**src/rtl/sawq_pkg.sv**
```systemverilog
// shared types, codes and constants for the stop-and-wait arq sender
package sawq_pkg;

  localparam int MAX_PAYLOAD = 10;
  localparam int PAYLOAD_LIM = (MAX_PAYLOAD > 10) ? 10 : MAX_PAYLOAD;
  localparam int QUEUE_DEPTH = 2;

  localparam logic [1:0] REQ_SEND = 2'd0;
  localparam logic [1:0] REQ_ACK  = 2'd1;
  localparam logic [1:0] REQ_TICK = 2'd2;

  localparam logic [2:0] EV_NONE       = 3'd0;
  localparam logic [2:0] EV_SENT       = 3'd1;
  localparam logic [2:0] EV_RESENT_TMO = 3'd2;
  localparam logic [2:0] EV_RESENT_SUM = 3'd3;
  localparam logic [2:0] EV_RESENT_SEQ = 3'd4;
  localparam logic [2:0] EV_DONE       = 3'd5;
  localparam logic [2:0] EV_GAVEUP     = 3'd6;
  localparam logic [2:0] EV_REFUSED    = 3'd7;

  localparam logic CFG_MAX_RETRIES   = 1'b0;
  localparam logic CFG_TIMEOUT_TICKS = 1'b1;

  typedef struct packed {
    logic [1:0]         req_type;
    logic [3:0]         item_len;
    logic [63:0]        data_lo;
    logic [15:0]        data_hi;
    logic signed [31:0] ack_seq;
    logic signed [31:0] ack_cksum;
  } in_item_t;

  typedef struct packed {
    logic [2:0]        event_kind;
    logic              tx_seq;
    logic [3:0]        tx_len;
    logic [63:0]       tx_data_lo;
    logic [15:0]       tx_data_hi;
    logic signed [7:0] tx_cksum;
    logic [3:0]        retry_number;
  } out_item_t;

  // classified item as it travels through the queue
  typedef struct packed {
    logic [1:0]  req_type;
    logic [3:0]  len_sat;
    logic [63:0] data_lo;
    logic [15:0] data_hi;
    logic [7:0]  pay_xor;
    logic        sum_ok;
    logic        seq_is0;
    logic        seq_is1;
  } class_item_t;

  typedef struct packed {
    logic valid;
    logic full;
  } queue_status_t;

endpackage

```
**src/rtl/sawq_front.sv**
```systemverilog
// front end: takes input transfers, trims payloads and checks ack checksums
module sawq_front (
  input  sawq_pkg::in_item_t    in_item,
  input  logic                  in_valid,
  output logic                  in_stall,
  input  sawq_pkg::queue_status_t q_status,
  output logic                  push,
  output sawq_pkg::class_item_t push_item
);

  logic [3:0]  len_sat;
  logic [79:0] raw_data;
  logic [79:0] kept_data;
  logic [7:0]  pay_xor;
  logic [7:0]  ack_sum;
  logic [31:0] ack_exp;

  assign raw_data = {in_item.data_hi, in_item.data_lo};
  assign len_sat  = (in_item.item_len > 4'(sawq_pkg::PAYLOAD_LIM)) ?
                    4'(sawq_pkg::PAYLOAD_LIM) : in_item.item_len;

  always_comb begin
    kept_data = '0;
    pay_xor   = '0;
    for (int i = 0; i < 10; i++) begin
      if (4'(i) < len_sat) begin
        kept_data[8*i +: 8] = raw_data[8*i +: 8];
        pay_xor             = pay_xor ^ raw_data[8*i +: 8];
      end
    end
  end

  // header bytes of the ack: seq word, raw length byte, checksum word taken as zero
  assign ack_sum = in_item.ack_seq[7:0] ^ in_item.ack_seq[15:8] ^ in_item.ack_seq[23:16] ^
                   in_item.ack_seq[31:24] ^ {4'b0, in_item.item_len} ^ pay_xor;
  assign ack_exp = {{24{ack_sum[7]}}, ack_sum};

  assign in_stall = q_status.full;
  assign push     = in_valid && !q_status.full;

  always_comb begin
    push_item.req_type = in_item.req_type;
    push_item.len_sat  = len_sat;
    push_item.data_lo  = kept_data[63:0];
    push_item.data_hi  = kept_data[79:64];
    push_item.pay_xor  = pay_xor;
    push_item.sum_ok   = (32'(in_item.ack_cksum) == ack_exp);
    push_item.seq_is0  = (32'(in_item.ack_seq) == 32'd0);
    push_item.seq_is1  = (32'(in_item.ack_seq) == 32'd1);
  end

endmodule

```
**src/rtl/sawq_queue.sv**
```systemverilog
// short queue between front end and back end
module sawq_queue (
  input  logic                    clk,
  input  logic                    rst_n,
  input  logic                    push,
  input  sawq_pkg::class_item_t   push_item,
  input  logic                    pop,
  output sawq_pkg::class_item_t   head_item,
  output sawq_pkg::queue_status_t q_status
);

  localparam int DEPTH = sawq_pkg::QUEUE_DEPTH;
  localparam int PW    = (DEPTH > 1) ? $clog2(DEPTH) : 1;
  localparam int CW    = $clog2(DEPTH + 1);

  sawq_pkg::class_item_t mem_r [DEPTH];
  logic [PW-1:0] wr_ptr_r, wr_ptr_nxt;
  logic [PW-1:0] rd_ptr_r, rd_ptr_nxt;
  logic [CW-1:0] count_r, count_nxt;

  function automatic logic [PW-1:0] ptr_inc(input logic [PW-1:0] p);
    return (p == PW'(DEPTH - 1)) ? '0 : p + 1'b1;
  endfunction

  always_comb begin
    wr_ptr_nxt = push ? ptr_inc(wr_ptr_r) : wr_ptr_r;
    rd_ptr_nxt = pop ? ptr_inc(rd_ptr_r) : rd_ptr_r;
    count_nxt  = count_r + CW'(push) - CW'(pop);
  end

  always_ff @(posedge clk) begin
    if (!rst_n) begin
      wr_ptr_r <= '0;
      rd_ptr_r <= '0;
      count_r  <= '0;
    end else begin
      wr_ptr_r <= wr_ptr_nxt;
      rd_ptr_r <= rd_ptr_nxt;
      count_r  <= count_nxt;
    end
  end

  always_ff @(posedge clk) begin
    if (push) begin
      mem_r[wr_ptr_r] <= push_item;
    end
  end

  assign head_item      = mem_r[rd_ptr_r];
  assign q_status.valid = (count_r != '0);
  assign q_status.full  = (count_r == CW'(DEPTH));

endmodule

```
**src/rtl/sawq_back.sv**
```systemverilog
// back end: sender state, response timer, retry count and result register
module sawq_back (
  input  logic                    clk,
  input  logic                    rst_n,
  input  logic                    cfg_we,
  input  logic                    cfg_index,
  input  logic [15:0]             cfg_wdata,
  input  sawq_pkg::class_item_t   head_item,
  input  sawq_pkg::queue_status_t q_status,
  output logic                    pop,
  output logic                    out_valid,
  input  logic                    out_stall,
  output sawq_pkg::out_item_t     out_item
);

  logic [3:0]  max_retries_r;
  logic [15:0] timeout_r;

  logic        waiting_r, waiting_nxt;
  logic        seq_r, seq_nxt;
  logic [3:0]  retry_r, retry_nxt;
  logic [15:0] timer_r, timer_nxt;
  logic [3:0]  held_len_r, held_len_nxt;
  logic [63:0] held_lo_r, held_lo_nxt;
  logic [15:0] held_hi_r, held_hi_nxt;
  logic [7:0]  held_cksum_r, held_cksum_nxt;

  logic                out_valid_r, out_valid_nxt;
  sawq_pkg::out_item_t out_item_r, out_item_nxt;

  logic [2:0]  ev;
  logic        tx;
  logic [15:0] timer_inc;
  logic [3:0]  retry_inc;
  logic        seq_match;

  assign pop = q_status.valid && (!out_valid_r || !out_stall);

  assign timer_inc = (timer_r == 16'hFFFF) ? 16'hFFFF : timer_r + 16'd1;
  assign retry_inc = (retry_r == 4'hF) ? 4'hF : retry_r + 4'd1;
  assign seq_match = seq_r ? head_item.seq_is1 : head_item.seq_is0;

  always_comb begin
    waiting_nxt    = waiting_r;
    seq_nxt        = seq_r;
    retry_nxt      = retry_r;
    timer_nxt      = timer_r;
    held_len_nxt   = held_len_r;
    held_lo_nxt    = held_lo_r;
    held_hi_nxt    = held_hi_r;
    held_cksum_nxt = held_cksum_r;
    ev             = sawq_pkg::EV_NONE;
    tx             = 1'b0;
    case (head_item.req_type)
      sawq_pkg::REQ_SEND: begin
        if (waiting_r) begin
          ev = sawq_pkg::EV_REFUSED;
        end else begin
          ev             = sawq_pkg::EV_SENT;
          tx             = 1'b1;
          held_len_nxt   = head_item.len_sat;
          held_lo_nxt    = head_item.data_lo;
          held_hi_nxt    = head_item.data_hi;
          held_cksum_nxt = {7'b0, seq_r} ^ {4'b0, head_item.len_sat} ^ head_item.pay_xor;
          retry_nxt      = '0;
          timer_nxt      = '0;
          waiting_nxt    = 1'b1;
        end
      end
      sawq_pkg::REQ_ACK: begin
        if (!waiting_r) begin
          ev = sawq_pkg::EV_REFUSED;
        end else if (!head_item.sum_ok) begin
          ev        = sawq_pkg::EV_RESENT_SUM;
          tx        = 1'b1;
          timer_nxt = '0;
        end else if (!seq_match) begin
          ev        = sawq_pkg::EV_RESENT_SEQ;
          tx        = 1'b1;
          timer_nxt = '0;
        end else begin
          ev          = sawq_pkg::EV_DONE;
          waiting_nxt = 1'b0;
          seq_nxt     = ~seq_r;
          timer_nxt   = '0;
        end
      end
      sawq_pkg::REQ_TICK: begin
        if (waiting_r) begin
          if (timer_inc >= timeout_r) begin
            retry_nxt = retry_inc;
            timer_nxt = '0;
            if (retry_inc >= max_retries_r) begin
              ev          = sawq_pkg::EV_GAVEUP;
              waiting_nxt = 1'b0;
              seq_nxt     = ~seq_r;
            end else begin
              ev = sawq_pkg::EV_RESENT_TMO;
              tx = 1'b1;
            end
          end else begin
            timer_nxt = timer_inc;
          end
        end
      end
      default: begin
        ev = sawq_pkg::EV_NONE;
      end
    endcase
  end

  always_comb begin
    out_valid_nxt = out_valid_r;
    out_item_nxt  = out_item_r;
    if (pop) begin
      out_valid_nxt             = 1'b1;
      out_item_nxt.event_kind   = ev;
      out_item_nxt.tx_seq       = tx ? seq_r : 1'b0;
      out_item_nxt.tx_len       = tx ? held_len_nxt : 4'd0;
      out_item_nxt.tx_data_lo   = tx ? held_lo_nxt : 64'd0;
      out_item_nxt.tx_data_hi   = tx ? held_hi_nxt : 16'd0;
      out_item_nxt.tx_cksum     = tx ? held_cksum_nxt : 8'd0;
      out_item_nxt.retry_number = retry_nxt;
    end else if (!out_stall) begin
      out_valid_nxt = 1'b0;
    end
  end

  always_ff @(posedge clk) begin
    if (!rst_n) begin
      max_retries_r <= 4'd3;
      timeout_r     <= 16'd1000;
      waiting_r     <= 1'b0;
      seq_r         <= 1'b0;
      retry_r       <= '0;
      timer_r       <= '0;
      held_len_r    <= '0;
      held_cksum_r  <= '0;
      out_valid_r   <= 1'b0;
    end else begin
      if (cfg_we && cfg_index == sawq_pkg::CFG_MAX_RETRIES) begin
        max_retries_r <= cfg_wdata[3:0];
      end
      if (cfg_we && cfg_index == sawq_pkg::CFG_TIMEOUT_TICKS) begin
        timeout_r <= cfg_wdata;
      end
      if (pop) begin
        waiting_r    <= waiting_nxt;
        seq_r        <= seq_nxt;
        retry_r      <= retry_nxt;
        timer_r      <= timer_nxt;
        held_len_r   <= held_len_nxt;
        held_cksum_r <= held_cksum_nxt;
      end
      out_valid_r <= out_valid_nxt;
    end
  end

  // payload registers, no reset needed
  always_ff @(posedge clk) begin
    if (pop) begin
      held_lo_r <= held_lo_nxt;
      held_hi_r <= held_hi_nxt;
    end
    out_item_r <= out_item_nxt;
  end

  assign out_valid = out_valid_r;
  assign out_item  = out_item_r;

endmodule

```
**src/rtl/stop_and_wait_arq_sender.sv**
```systemverilog
// top level of the alternating-bit stop-and-wait arq sender
//
//   channel  direction  handshake          payload
//   in_      input      in_valid/in_stall   sawq_pkg::in_item_t
//   out_     output     out_valid/out_stall sawq_pkg::out_item_t
//   cfg_     input      cfg_we              cfg_index, cfg_wdata
//
// one item per cycle sustained without out_stall; each transfer gives one result,
// registered first in the two-entry queue and then in the result register.
// the back end handles one queued item per cycle unless stalled, by one state update.
// synchronous active-low reset: sender idle, sequence bit 0, retries 3, timeout 1000.
// out_stall holds the result register; the queue then fills and raises in_stall.
module stop_and_wait_arq_sender (
  input  logic                clk,
  input  logic                rst_n,
  input  logic                in_valid,
  output logic                in_stall,
  input  sawq_pkg::in_item_t  in_item,
  output logic                out_valid,
  input  logic                out_stall,
  output sawq_pkg::out_item_t out_item,
  input  logic                cfg_we,
  input  logic                cfg_index,
  input  logic [15:0]         cfg_wdata
);

  sawq_pkg::queue_status_t q_status;
  sawq_pkg::class_item_t   push_item;
  sawq_pkg::class_item_t   head_item;
  logic                    push;
  logic                    pop;

  sawq_front u_front (
    .in_item   (in_item),
    .in_valid  (in_valid),
    .in_stall  (in_stall),
    .q_status  (q_status),
    .push      (push),
    .push_item (push_item)
  );

  sawq_queue u_queue (
    .clk       (clk),
    .rst_n     (rst_n),
    .push      (push),
    .push_item (push_item),
    .pop       (pop),
    .head_item (head_item),
    .q_status  (q_status)
  );

  sawq_back u_back (
    .clk       (clk),
    .rst_n     (rst_n),
    .cfg_we    (cfg_we),
    .cfg_index (cfg_index),
    .cfg_wdata (cfg_wdata),
    .head_item (head_item),
    .q_status  (q_status),
    .pop       (pop),
    .out_valid (out_valid),
    .out_stall (out_stall),
    .out_item  (out_item)
  );

endmodule

```
**config.mk**
```make
export PLATFORM = sky130hd
export DESIGN_NAME = stop_and_wait_arq_sender
export DESIGN_NICKNAME = d
export VERILOG_FILES = /design/src/rtl/sawq_pkg.sv /design/src/rtl/sawq_front.sv /design/src/rtl/sawq_queue.sv /design/src/rtl/sawq_back.sv /design/src/rtl/stop_and_wait_arq_sender.sv
export SDC_FILE = /design/constraint.sdc
export NUM_CORES = 1
export LEC_CHECK = 0
export BUFFER_PORTS_ARGS = -buffer_cell sky130_fd_sc_hd__buf_4
export CORE_ASPECT_RATIO = 1.25
export CORE_MARGIN = 8
export CORE_UTILIZATION = 25
export CTS_BUF_LIST = sky130_fd_sc_hd__clkbuf_16
export DETAILED_ROUTE_END_ITERATION = 10
export GPL_ROUTABILITY_DRIVEN = 0
export GPL_TIMING_DRIVEN = 1
export PLACE_DENSITY = 0.37
export SETUP_SLACK_MARGIN = 0.5
export SYNTH_ARGS = -nofsm -noshare
export SYNTH_HDL_FRONTEND = slang
export SYNTH_SLANG_ARGS = --single-unit
```
**constraint.sdc**
```tcl
create_clock -name clk -period 10.9 [get_ports clk]
set_input_delay 1.09 -clock clk [delete_from_list [all_inputs] [get_ports clk]]
set_output_delay 1.09 -clock clk [all_outputs]
set_load 0.005 [all_outputs]
```
==> results.sh, run 1 <==
export IMPL_global_route_usage_total=0.137
export IMPL_ctsLongestPathBuffers=3
export IMPL_synthesis_nets=1818
export IMPL_synth_most_common_cell="sky130_fd_sc_hd__edfxtp_1"
export IMPL_layout_drive_gt1_share=0.194
export IMPL_dieHeight_um=332
export IMPL_relSlewSlack=0.149
export IMPL_ys_types=68
export IMPL_timing_fmax_ghz=0.200
export IMPL_number_of_standard_cell_rows_in_the_floorplan=116
export IMPL_clk_latency_ns=0.61
export IMPL_crit_path_end_kind="register"
export IMPL_outcome="finished, final reports clean"
export IMPL_cts_buffers=50
export IMPL_start_kind="register"
export IMPL_timing_critical_path_mode_cell="sky130_fd_sc_hd__ha_1"
export IMPL_synth_top_cells_by_count="sky130_fd_sc_hd__edfxtp_1, sky130_fd_sc_hd__nand2_1, sky130_fd_sc_hd__nor2b_1"
export IMPL_htree_levels=2
export IMPL_first_pass_grt_wire_length_um=91200
export IMPL_tritoncts_clock_tree="done"
export IMPL_power_sequential_fraction=0.442
export IMPL_clock_net_sink_count=434
export IMPL_timing_hold_worst_class="register to register"
export IMPL_setup_repair_after_global_routing_missed_its_margin="no"
export IMPL_nNetsFinal=2071
export IMPL_post_cts_sizing_count=0
export IMPL_ys_flop_type="sky130_fd_sc_hd__edfxtp_1"
export IMPL_drtPass1Iterations=5
export IMPL_ys_seq_elements=434
export IMPL_fp_dieArea_mm2=0.0892
export IMPL_detailroute_via_count=13400
export IMPL_grt_pass1_vias=13700
export IMPL_routed_via_density=4.49
export IMPL_synthesis_area_mm2=0.0200
export IMPL_final_period_utilization=0.458
export IMPL_post_cts_setup_buffers=0
export IMPL_remaining_drc_errors=0
export IMPL_grt_overflow_total=0
export IMPL_yosys_area_top_type="sky130_fd_sc_hd__edfxtp_1"
export IMPL_synth_area_leaders="sky130_fd_sc_hd__edfxtp_1, sky130_fd_sc_hd__dfxtp_1, sky130_fd_sc_hd__mux2i_1, sky130_fd_sc_hd__nor2b_1, sky130_fd_sc_hd__xnor2_1"
export IMPL_crit_arrival_ns=5.31
export IMPL_area_growth_syn_to_layout_pct=23.6
export IMPL_combinationalPowerShare=0.293
export IMPL_io_buffer_count=273
export IMPL_setup_worst_path_class="register to register"
export IMPL_route_detailed_wl_per_inst_um=21.0
export IMPL_wirelength_um=62600
export IMPL_p_total_mw=6.02
export IMPL_max_cap_violations=0
export IMPL_total_power_per_unit_cell_area_mw_per_mm2=244
export IMPL_hpwlAfterDp_um=44500
export IMPL_finalSetupViolCount=0
export IMPL_clkSlewWorstSetupHoldPaths_ns=0.06
export IMPL_ys_warn_count=0
export IMPL_worst_slew_pin_transition_ns=1.27
export IMPL_pin_count_of_the_biggest_net_entering_global_routing=102
export IMPL_clock_tree_root_cell="sky130_fd_sc_hd__clkbuf_16"
export IMPL_synthArstFlopShare=0
export IMPL_number_of_hold_repair_buffers_added_at_the_cts_stage=0
export IMPL_critical_path_cell_chain="ha_1 -> nand3_1 -> or2_2 -> or3_1 -> and2_1 -> ha_1 -> nand2b_1 -> a21o_1 -> a21oi_1 -> o211a_1 -> o21a_1 -> nor3b_1 -> o21bai_4 -> buf_4 -> nor2b_1"
export IMPL_critPathMaxStageDelay_ns=0.84
export IMPL_clock_skew_ns=0.0291
export IMPL_cp_slowest_cell="sky130_fd_sc_hd__buf_4"
export IMPL_synth_enable_flop_cells=374
export IMPL_syn_instance_count=1618
export IMPL_crit_fanout=93
export IMPL_avgSynthCellArea_um2=12.3
export IMPL_die_w_um=269
export IMPL_final_min_clock_period_ns=5.00
export IMPL_antenna_found_initial=17
export IMPL_core_region_area_mm2=0.0795
export IMPL_finalMaxSlewViolations=0
export IMPL_synth_seq_area_share=0.623
export IMPL_final_hold_violations=0
export IMPL_top_level_port_count=274
export IMPL_switching_component_of_the_power_mw=1.93
export IMPL_cellInternalPower_mw=4.09
export IMPL_power_leakage_nw=9.15
export IMPL_critPathRequiredTime_ns=11.21
export IMPL_detail_route_antenna_nets=0
export IMPL_irDropWorstVdd_uv=122
export IMPL_start_util=0.251
export IMPL_clock_power_share=0.265
export IMPL_tns_ns=0
export IMPL_sw_frac_of_total=0.321
export IMPL_synth_top_cell_area_share=0.563
export IMPL_initialDrtViolationCount=835
area by class of cell:
cell class	count	area, um^2
antenna	6	15.0
clock buffer	52	1300
clock inverter	39	239
fill	8187	54900
inverter	39	154
multi-input combinational	1060	7050
sequential	434	12400
tap	1062	1330
timing repair buffer	286	2150
cell usage in the layout, fill, tap and decap left out, drive strengths merged, types with 19 or more instances in the layout:
cell type  netlist  final
nor2            78     78
dfxtp           60     60
clkinv           1     19
nand3           27     27
a21oi           45     45
nand2          163    163
clkbuf          51     52
xnor2           70     70
and2            23     23
a22oi           21     21
buf             34    286
edfxtp         374    374
a211oi          28     28
mux2i          101    101
nor2b          138    138
o21ai          116    116
and3            19     19
inv             38     57
ha              28     28
xor2            32     32
state kept, by name, indices dropped and copies added (netlist names), 8 cells and up, named ones only:
name,flops
u_back.timeout_r,16
u_back.held_hi_r,16
u_back.out_item,100
u_back.held_lo_r,64
u_back.timer_r,16
u_back.held_cksum_r,8
u_queue.mem_r,194
critical path: cells and delay by family (launching register included):
family	cells	cell delay [ns]
fa+ha+maj	2	0.53
buf+inv	1	0.84
simple gates	7	1.86
flops	1	0.39
compound gates	5	1.00
logic make-up (layout without fill, tap and decap cells):
| logic type | Yosys count | after routing | share of synthesized area |
|---|---|---|---|
| AO/OA/AOI/OAI | 289 | 289 | 0.0917 |
| XOR/XNOR | 109 | 109 | 0.0527 |
| adder cells (fa/ha/maj) | 29 | 29 | 0.0181 |
| buffers and inverters | 124 | 416 | 0.0258 |
| flip-flops | 434 | 434 | 0.623 |
| multiplexers | 104 | 104 | 0.0529 |
| other | 0 | 6 | 0 |
| AND/OR/NAND/NOR | 529 | 529 | 0.136 |
power groups by stage:
stage                     combinational, mW  sequential (mW)  clock (mW)
after floorplan                        1.01             2.74           0
after global placement                 1.83             2.70           0
after detailed placement               1.84             2.70           0
after CTS                              1.84             2.68        1.66
after global routing                   1.98             2.72        1.71
final                                  1.76             2.66        1.59
layer usage:
layer	GRT usage	routed length [um]	up-vias
met5	0	148	-
met4	0.0330	1370	22
met3	0.0445	4690	103
met2	0.220	28900	353
met1	0.177	27600	6456
li1	-	-	6426
final timing paths:
path | from | to | slack [ns] | cells after the start
hold reg to reg | u_back.timeout_r[4]$_SDFFE_PN0P_ | u_back.timeout_r[4]$_SDFFE_PN0P_ | 0.46 | 2
setup / recovery | u_back.timer_r[0]$_SDFFE_PN0P_ | u_back.out_item[63]$_SDFFCE_PN0P_ | 5.90 | 15
setup reg to reg | u_back.timer_r[0]$_SDFFE_PN0P_ | u_back.out_item[63]$_SDFFCE_PN0P_ | 5.90 | 15
hold / removal | u_back.timeout_r[4]$_SDFFE_PN0P_ | u_back.timeout_r[4]$_SDFFE_PN0P_ | 0.46 | 2
stage by stage:
step | hold slack (ns) | instance area (um^2) | cells | setup slack, ns | util
6_report | 0.461 | 24700 | 2978 | 5.90 | 0.310
5_1_grt | 0.478 | 24700 | 2973 | 5.50 | 0.310
4_1_cts | 0.459 | 24700 | 2972 | 5.83 | 0.310
3_5_place_dp | 0.450 | 23100 | 2881 | 5.84 | 0.291
3_3_place_gp | 0.448 | 23100 | 2881 | 6.00 | 0.291
2_1_floorplan | 0.436 | 20000 | 1618 | 2.81 | -
(Power assumes the default switching activity.)
==> inputs of run 2 (changes only) <==
==> constraint.sdc (replaced) <==
create_clock -name clk -period 5.25 [get_ports clk]
set_input_delay 0.525 -clock clk [delete_from_list [all_inputs] [get_ports clk]]
set_output_delay 0.525 -clock clk [all_outputs]
set_load 0.005 [all_outputs]
==> results.sh, run 2 (synthesis results as in run 1) <==
export IMPL_layout_cells_most_common="sky130_fd_sc_hd__edfxtp_1"
export IMPL_irDropWorstVdd_uv=270
export IMPL_total_power_per_unit_cell_area_mw_per_mm2=509
export IMPL_dieHeight_um=332
export IMPL_post_place_ws_ns=0.775
export IMPL_place_area_mm2=0.0232
export IMPL_crit_path_end_kind="register"
export IMPL_cts_buffers=50
export IMPL_clock_skew_ns=0.0217
export IMPL_routed_via_density=4.44
export IMPL_fp_dieArea_mm2=0.0892
export IMPL_r2r_slack_ns=0.76
export IMPL_tns_ns=0
export IMPL_crit_arrival_ns=4.80
export IMPL_postLayoutSetupSlackWorst_ns=0.765
export IMPL_dpl_cell_count=2882
export IMPL_power_leakage_nw=9.17
export IMPL_htree_levels=2
export IMPL_setup_worst_path_class="register to register"
export IMPL_grt_overflow_total=0
export IMPL_register_ranked_first_by_flip_flop_count="u_queue.mem_r"
export IMPL_drtPass1Iterations=4
export IMPL_number_of_hold_repair_buffers_added_at_the_cts_stage=0
export IMPL_first_pass_grt_wire_length_um=91400
export IMPL_relSlewSlack=0.131
export IMPL_finalInstanceArea_mm2=0.0247
export IMPL_clock_tree_root_cell="sky130_fd_sc_hd__clkbuf_16"
export IMPL_worst_slew_pin_transition_ns=1.29
export IMPL_start_kind="register"
export IMPL_timing_hold_worst_class="primary input to register"
export IMPL_route_detailed_wl_per_inst_um=21.2
export IMPL_largest_register_ff_count=194
export IMPL_fin_cells=2983
export IMPL_final_min_clock_period_ns=4.49
export IMPL_top_level_port_count=274
export IMPL_critPathMaxStageDelay_ns=0.62
export IMPL_timing_critical_path_mode_cell="sky130_fd_sc_hd__ha_1"
export IMPL_initialDrtViolationCount=711
export IMPL_n_fill_cell=8173
export IMPL_clk_latency_ns=0.60
export IMPL_antenna_found_initial=16
export IMPL_timing_fmax_ghz=0.223
export IMPL_remaining_drc_errors=0
export IMPL_final_period_utilization=0.854
export IMPL_finalSetupViolCount=0
export IMPL_detail_route_antenna_nets=0
export IMPL_layout_drive_gt1_share=0.199
export IMPL_critPathRequiredTime_ns=5.56
export IMPL_wirelength_um=63400
export IMPL_global_route_usage_total=0.138
export IMPL_max_cap_violations=0
export IMPL_setup_repair_after_global_routing_missed_its_margin="yes"
export IMPL_core_region_area_mm2=0.0795
export IMPL_finalCoreUtilization=0.311
export IMPL_critical_path_cell_chain="ha_1 -> nand3_1 -> or2_2 -> or3_1 -> and2_1 -> ha_1 -> nand2b_1 -> a21o_1 -> a21oi_1 -> o211a_1 -> o21a_1 -> nor3b_1 -> o21bai_4 -> clkbuf_16 -> nor2b_1"
export IMPL_tritoncts_clock_tree="done"
export IMPL_die_w_um=269
export IMPL_crit_fanout=93
export IMPL_area_growth_syn_to_layout_pct=24.0
export IMPL_clkSlewWorstSetupHoldPaths_ns=0.06
export IMPL_p_total_mw=12.6
export IMPL_outcome="finished, final reports clean"
export IMPL_cp_slowest_cell="sky130_fd_sc_hd__or3_1"
export IMPL_grt_pass1_vias=13500
export IMPL_finalMaxSlewViolations=0
export IMPL_clock_net_sink_count=434
export IMPL_final_cell_mix="sky130_fd_sc_hd__edfxtp_1, sky130_fd_sc_hd__buf_4, sky130_fd_sc_hd__nand2_1, sky130_fd_sc_hd__nor2b_1, sky130_fd_sc_hd__o21ai_0"
export IMPL_detailroute_via_count=13300
export IMPL_start_util=0.251
export IMPL_final_hold_violations=0
export IMPL_io_buffer_count=273
export IMPL_ctsLongestPathBuffers=3
export IMPL_pin_count_of_the_biggest_net_entering_global_routing=98
export IMPL_nNetsFinal=2072
export IMPL_worst_hold_slack_across_all_endpoints_ns=0.116
export IMPL_number_of_standard_cell_rows_in_the_floorplan=116
export IMPL_hpwlAfterDp_um=45000
## run 2: final timing paths
kind,from,to,cells past startpoint
hold reg to reg,u_back.timeout_r[14]$_SDFFE_PN0P_,u_back.timeout_r[14]$_SDFFE_PN0P_,2
hold / removal,in_item[148],u_queue.mem_r[1][95]$_DFFE_PP_,1
setup / recovery,u_back.timer_r[0]$_SDFFE_PN0P_,u_back.out_item[79]$_SDFFCE_PN0P_,15
setup reg to reg,u_back.timer_r[0]$_SDFFE_PN0P_,u_back.out_item[79]$_SDFFCE_PN0P_,15
## run 2: cell type report
class / count / area (um^2) / share of cell area
timing repair buffer: 287 / 2200 / 0.0888
clock buffer: 53 / 1330 / 0.0536
tap: 1062 / 1330 / 0.0537
inverter: 39 / 154 / 0.00622
antenna: 7 / 17.5 / 0.000708
multi-input combinational: 1060 / 7050 / 0.285
sequential: 434 / 12400 / 0.503
clock inverter: 41 / 233 / 0.00940
## run 2: report_power, final
part / internal, mW / switching, mW / total (mW)
logic: 1.43 / 2.23 / 3.66
clock network: 1.91 / 1.44 / 3.35
registers: 5.20 / 0.386 / 5.58
total: 8.53 / 4.05 / 12.6
## run 2: metal layers
metal / track usage / vias up / part of all wire
li1: - / 6439 / -
met1: 0.178 / 6379 / 0.44
met2: 0.220 / 341 / 0.46
met3: 0.0458 / 80 / 0.076
met4: 0.0339 / 16 / 0.020
met5: 0 / - / 0.0016
## run 2: what timing repair did
action	in CTS	in global routing
setup endpoints to repair	0	13
endpoints found under the hold margin	0	0
setup buffers	0	0
gates resized for setup	0	2
## run 2: critical path, delay by kind of cell (launching register included)
kind	cells	cell delay, ns
fa+ha+maj	2	0.52
buf+inv	1	0.37
flops	1	0.39
simple gates	7	1.82
compound gates	5	0.98
==> inputs of run 3 (changes only) <==
--- a/config.mk
+++ b/config.mk
@@ -17,4 +17,5 @@
 export SETUP_SLACK_MARGIN = 0.5
 export SYNTH_ARGS = -nofsm -noshare
 export SYNTH_HDL_FRONTEND = slang
+export SYNTH_HIERARCHICAL = 1
 export SYNTH_SLANG_ARGS = --single-unit
==> constraint.sdc (replaced) <==
create_clock -name clk -period 5.25 [get_ports clk]
set_input_delay 1.575 -clock clk [delete_from_list [all_inputs] [get_ports clk]]
set_output_delay 1.575 -clock clk [all_outputs]
set_load 0.005 [all_outputs]
==> results.sh, run 3 <==
export IMPL_io_buffer_count=273
export IMPL_drtPass1Iterations=5
export IMPL_wirelength_um=64700
export IMPL_detailroute_via_count=13800
export IMPL_synth_enable_flop_cells=374
export IMPL_cp_slowest_cell="sky130_fd_sc_hd__or3_1"
export IMPL_final_min_clock_period_ns=4.20
export IMPL_finalSetupViolCount=0
export IMPL_clkSlewWorstSetupHoldPaths_ns=0.06
export IMPL_ys_flop_type="sky130_fd_sc_hd__edfxtp_1"
export IMPL_die_w_um=274
export IMPL_final_period_utilization=0.800
export IMPL_route_detailed_wl_per_inst_um=20.9
export IMPL_number_of_standard_cell_rows_in_the_floorplan=118
export IMPL_layout_cells_most_common="sky130_fd_sc_hd__edfxtp_1"
export IMPL_setup_worst_path_class="register to register"
export IMPL_critPathRequiredTime_ns=5.56
export IMPL_yosys_area_top_type="sky130_fd_sc_hd__edfxtp_1"
export IMPL_synth_seq_area_share=0.599
export IMPL_cts_buffers=52
export IMPL_grt_pass1_vias=14400
export IMPL_largest_register_ff_count=194
export IMPL_routed_via_density=4.47
export IMPL_ys_seq_elements=434
export IMPL_max_cap_violations=0
export IMPL_antenna_found_initial=4
export IMPL_finalMaxSlewViolations=0
export IMPL_start_kind="register"
export IMPL_crit_path_end_kind="register"
export IMPL_critical_path_cell_chain="ha_1 -> nand3_1 -> nor3_2 -> nand2_1 -> buf_4 -> o21ai_0 -> ha_1 -> nand2_1 -> o21ai_0 -> and2_1 -> or3_1 -> a31oi_4 -> buf_4 -> nor2b_1"
export IMPL_ys_warn_count=6
export IMPL_synth_most_common_cell="sky130_fd_sc_hd__edfxtp_1"
export IMPL_final_cell_mix="sky130_fd_sc_hd__edfxtp_1, sky130_fd_sc_hd__nand2_1, sky130_fd_sc_hd__buf_4, sky130_fd_sc_hd__nor2b_1, sky130_fd_sc_hd__mux2_2"
export IMPL_synthesis_area_mm2=0.0208
export IMPL_post_place_ws_ns=0.748
export IMPL_number_of_hold_repair_buffers_added_at_the_cts_stage=0
export IMPL_hpwlAfterDp_um=46900
export IMPL_synth_top_cells_by_count="sky130_fd_sc_hd__edfxtp_1, sky130_fd_sc_hd__nand2_1, sky130_fd_sc_hd__nor2b_1"
export IMPL_worst_slew_pin_transition_ns=1.17
export IMPL_grt_overflow_total=0
export IMPL_initialDrtViolationCount=835
export IMPL_start_util=0.251
export IMPL_global_route_usage_total=0.136
export IMPL_timing_fmax_ghz=0.238
export IMPL_timing_hold_worst_class="register to register"
export IMPL_post_cts_setup_buffers=0
export IMPL_final_hold_violations=0
export IMPL_top_level_port_count=274
export IMPL_synthesis_nets=1916
export IMPL_postLayoutSetupSlackWorst_ns=1.05
export IMPL_post_cts_sizing_count=0
export IMPL_place_area_mm2=0.0239
export IMPL_tns_ns=0
export IMPL_crit_arrival_ns=4.51
export IMPL_crit_fanout=40
export IMPL_syn_instance_count=1716
export IMPL_avgSynthCellArea_um2=12.1
export IMPL_power_leakage_nw=9.76
export IMPL_clk_latency_ns=0.61
export IMPL_total_power_per_unit_cell_area_mw_per_mm2=504
export IMPL_htree_levels=2
export IMPL_core_region_area_mm2=0.0825
export IMPL_clock_tree_root_cell="sky130_fd_sc_hd__clkbuf_16"
export IMPL_dieHeight_um=338
export IMPL_synthArstFlopShare=0
export IMPL_register_ranked_first_by_flip_flop_count="u_queue/mem_r"
export IMPL_area_growth_syn_to_layout_pct=23.8
export IMPL_synth_area_leaders="sky130_fd_sc_hd__edfxtp_1, sky130_fd_sc_hd__nand2_1, sky130_fd_sc_hd__dfxtp_1, sky130_fd_sc_hd__nor2b_1, sky130_fd_sc_hd__mux2_2"
export IMPL_layout_drive_gt1_share=0.252
export IMPL_clock_skew_ns=0.0253
export IMPL_remaining_drc_errors=0
export IMPL_irDropWorstVdd_uv=237
export IMPL_first_pass_grt_wire_length_um=95400
export IMPL_setup_repair_after_global_routing_missed_its_margin="no"
export IMPL_relSlewSlack=0.222
export IMPL_finalInstanceArea_mm2=0.0257
export IMPL_nNetsFinal=2175
export IMPL_synth_top_cell_area_share=0.541
export IMPL_fp_dieArea_mm2=0.0925
export IMPL_pin_count_of_the_biggest_net_entering_global_routing=91
export IMPL_critPathMaxStageDelay_ns=0.46
export IMPL_ctsLongestPathBuffers=3
export IMPL_detail_route_antenna_nets=0
export IMPL_clock_net_sink_count=434
export IMPL_ys_types=81
export IMPL_tritoncts_clock_tree="done"
export IMPL_outcome="finished, final reports clean"
## run 3: cell count changes in the layout (fill, tap and decap cells not counted), sizes merged, moves of 11 or more
| cell | change |
|---|---|
| nor2 | -36 |
| buf | +11 |
| nand2 | +195 |
| mux2 | +98 |
| a211oi | -23 |
| o21ai | -88 |
| a21boi | +22 |
| clkinv | -11 |
| mux2i | -94 |
## run 3: per-stage QoR
stage,cells,power (mW),utilization,hold slack [ns]
floorplan,1716,7.67,-,0.443
global placement,3001,9.36,0.290,0.455
detailed placement,3001,9.37,0.290,0.461
CTS,3094,13.3,0.311,0.470
global route,3095,13.7,0.311,0.482
finish,3096,12.9,0.311,0.466
## run 3: routing by layer
metal	routed length, um	up-vias	share of wire	GRT usage
li1	-	6642	-	-
met1	28300	6715	0.44	0.171
met2	31100	382	0.48	0.227
met3	3420	105	0.053	0.0303
met4	1910	4	0.029	0.0451
met5	26	-	0.00040	0
## run 3: critical path: cells and delay by family, from the launching register on
family / cells / cell delay (ns)
buffers and inverters: 2 / 0.68
flip-flops: 1 / 0.43
AO/OA/AOI/OAI: 3 / 0.48
AND/OR/NAND/NOR: 7 / 1.73
adder cells (fa/ha/maj): 2 / 0.51
## run 3: path summary, 6_finish.rpt
| check | from | endpoint | slack (ns) | cells past startpoint |
|---|---|---|---|---|
| hold reg to reg | u_back/held_cksum_r[7]$_SDFFE_PN0P_ | u_back/held_cksum_r[7]$_SDFFE_PN0P_ | 0.47 | 2 |
| hold / removal | u_back/held_cksum_r[7]$_SDFFE_PN0P_ | u_back/held_cksum_r[7]$_SDFFE_PN0P_ | 0.47 | 2 |
| setup reg to reg | u_back/timer_r[0]$_SDFFE_PN0P_ | u_back/out_item[31]$_SDFFCE_PN0P_ | 1.05 | 14 |
| setup / recovery | u_back/timer_r[0]$_SDFFE_PN0P_ | u_back/out_item[31]$_SDFFCE_PN0P_ | 1.05 | 14 |
## run 3: kinds of logic after synthesis
kind of cell	Yosys count	share of synthesized area
AOI/OAI and AO/OA	206	0.0725
xor gates and xnor gates	102	0.0491
DFF	434	0.599
and+or+nand+nor	700	0.164
adders and majority gates	33	0.0194
muxes	107	0.0631
buffers and inverters	134	0.0329
## run 3: area by class of cell
| class | instances | area, um^2 |
|---|---|---|
| clock buffers | 54 | 1350 |
| diodes | 2 | 5.00 |
| fillers | 8398 | 56800 |
| flip-flops and latches | 434 | 12400 |
| well taps | 1080 | 1350 |
| clock inverters | 39 | 418 |
| repair buffers | 297 | 2290 |
| inverters | 42 | 165 |
| multi-input cells | 1148 | 7670 |
## run 3: power by group
| group | switching [mW] | leakage, nW | internal, mW | total (mW) |
|---|---|---|---|---|
| registers | 0.344 | 4.08 | 5.13 | 5.48 |
| logic | 2.13 | 4.76 | 1.55 | 3.67 |
| clock network | 1.49 | 0.906 | 2.29 | 3.78 |
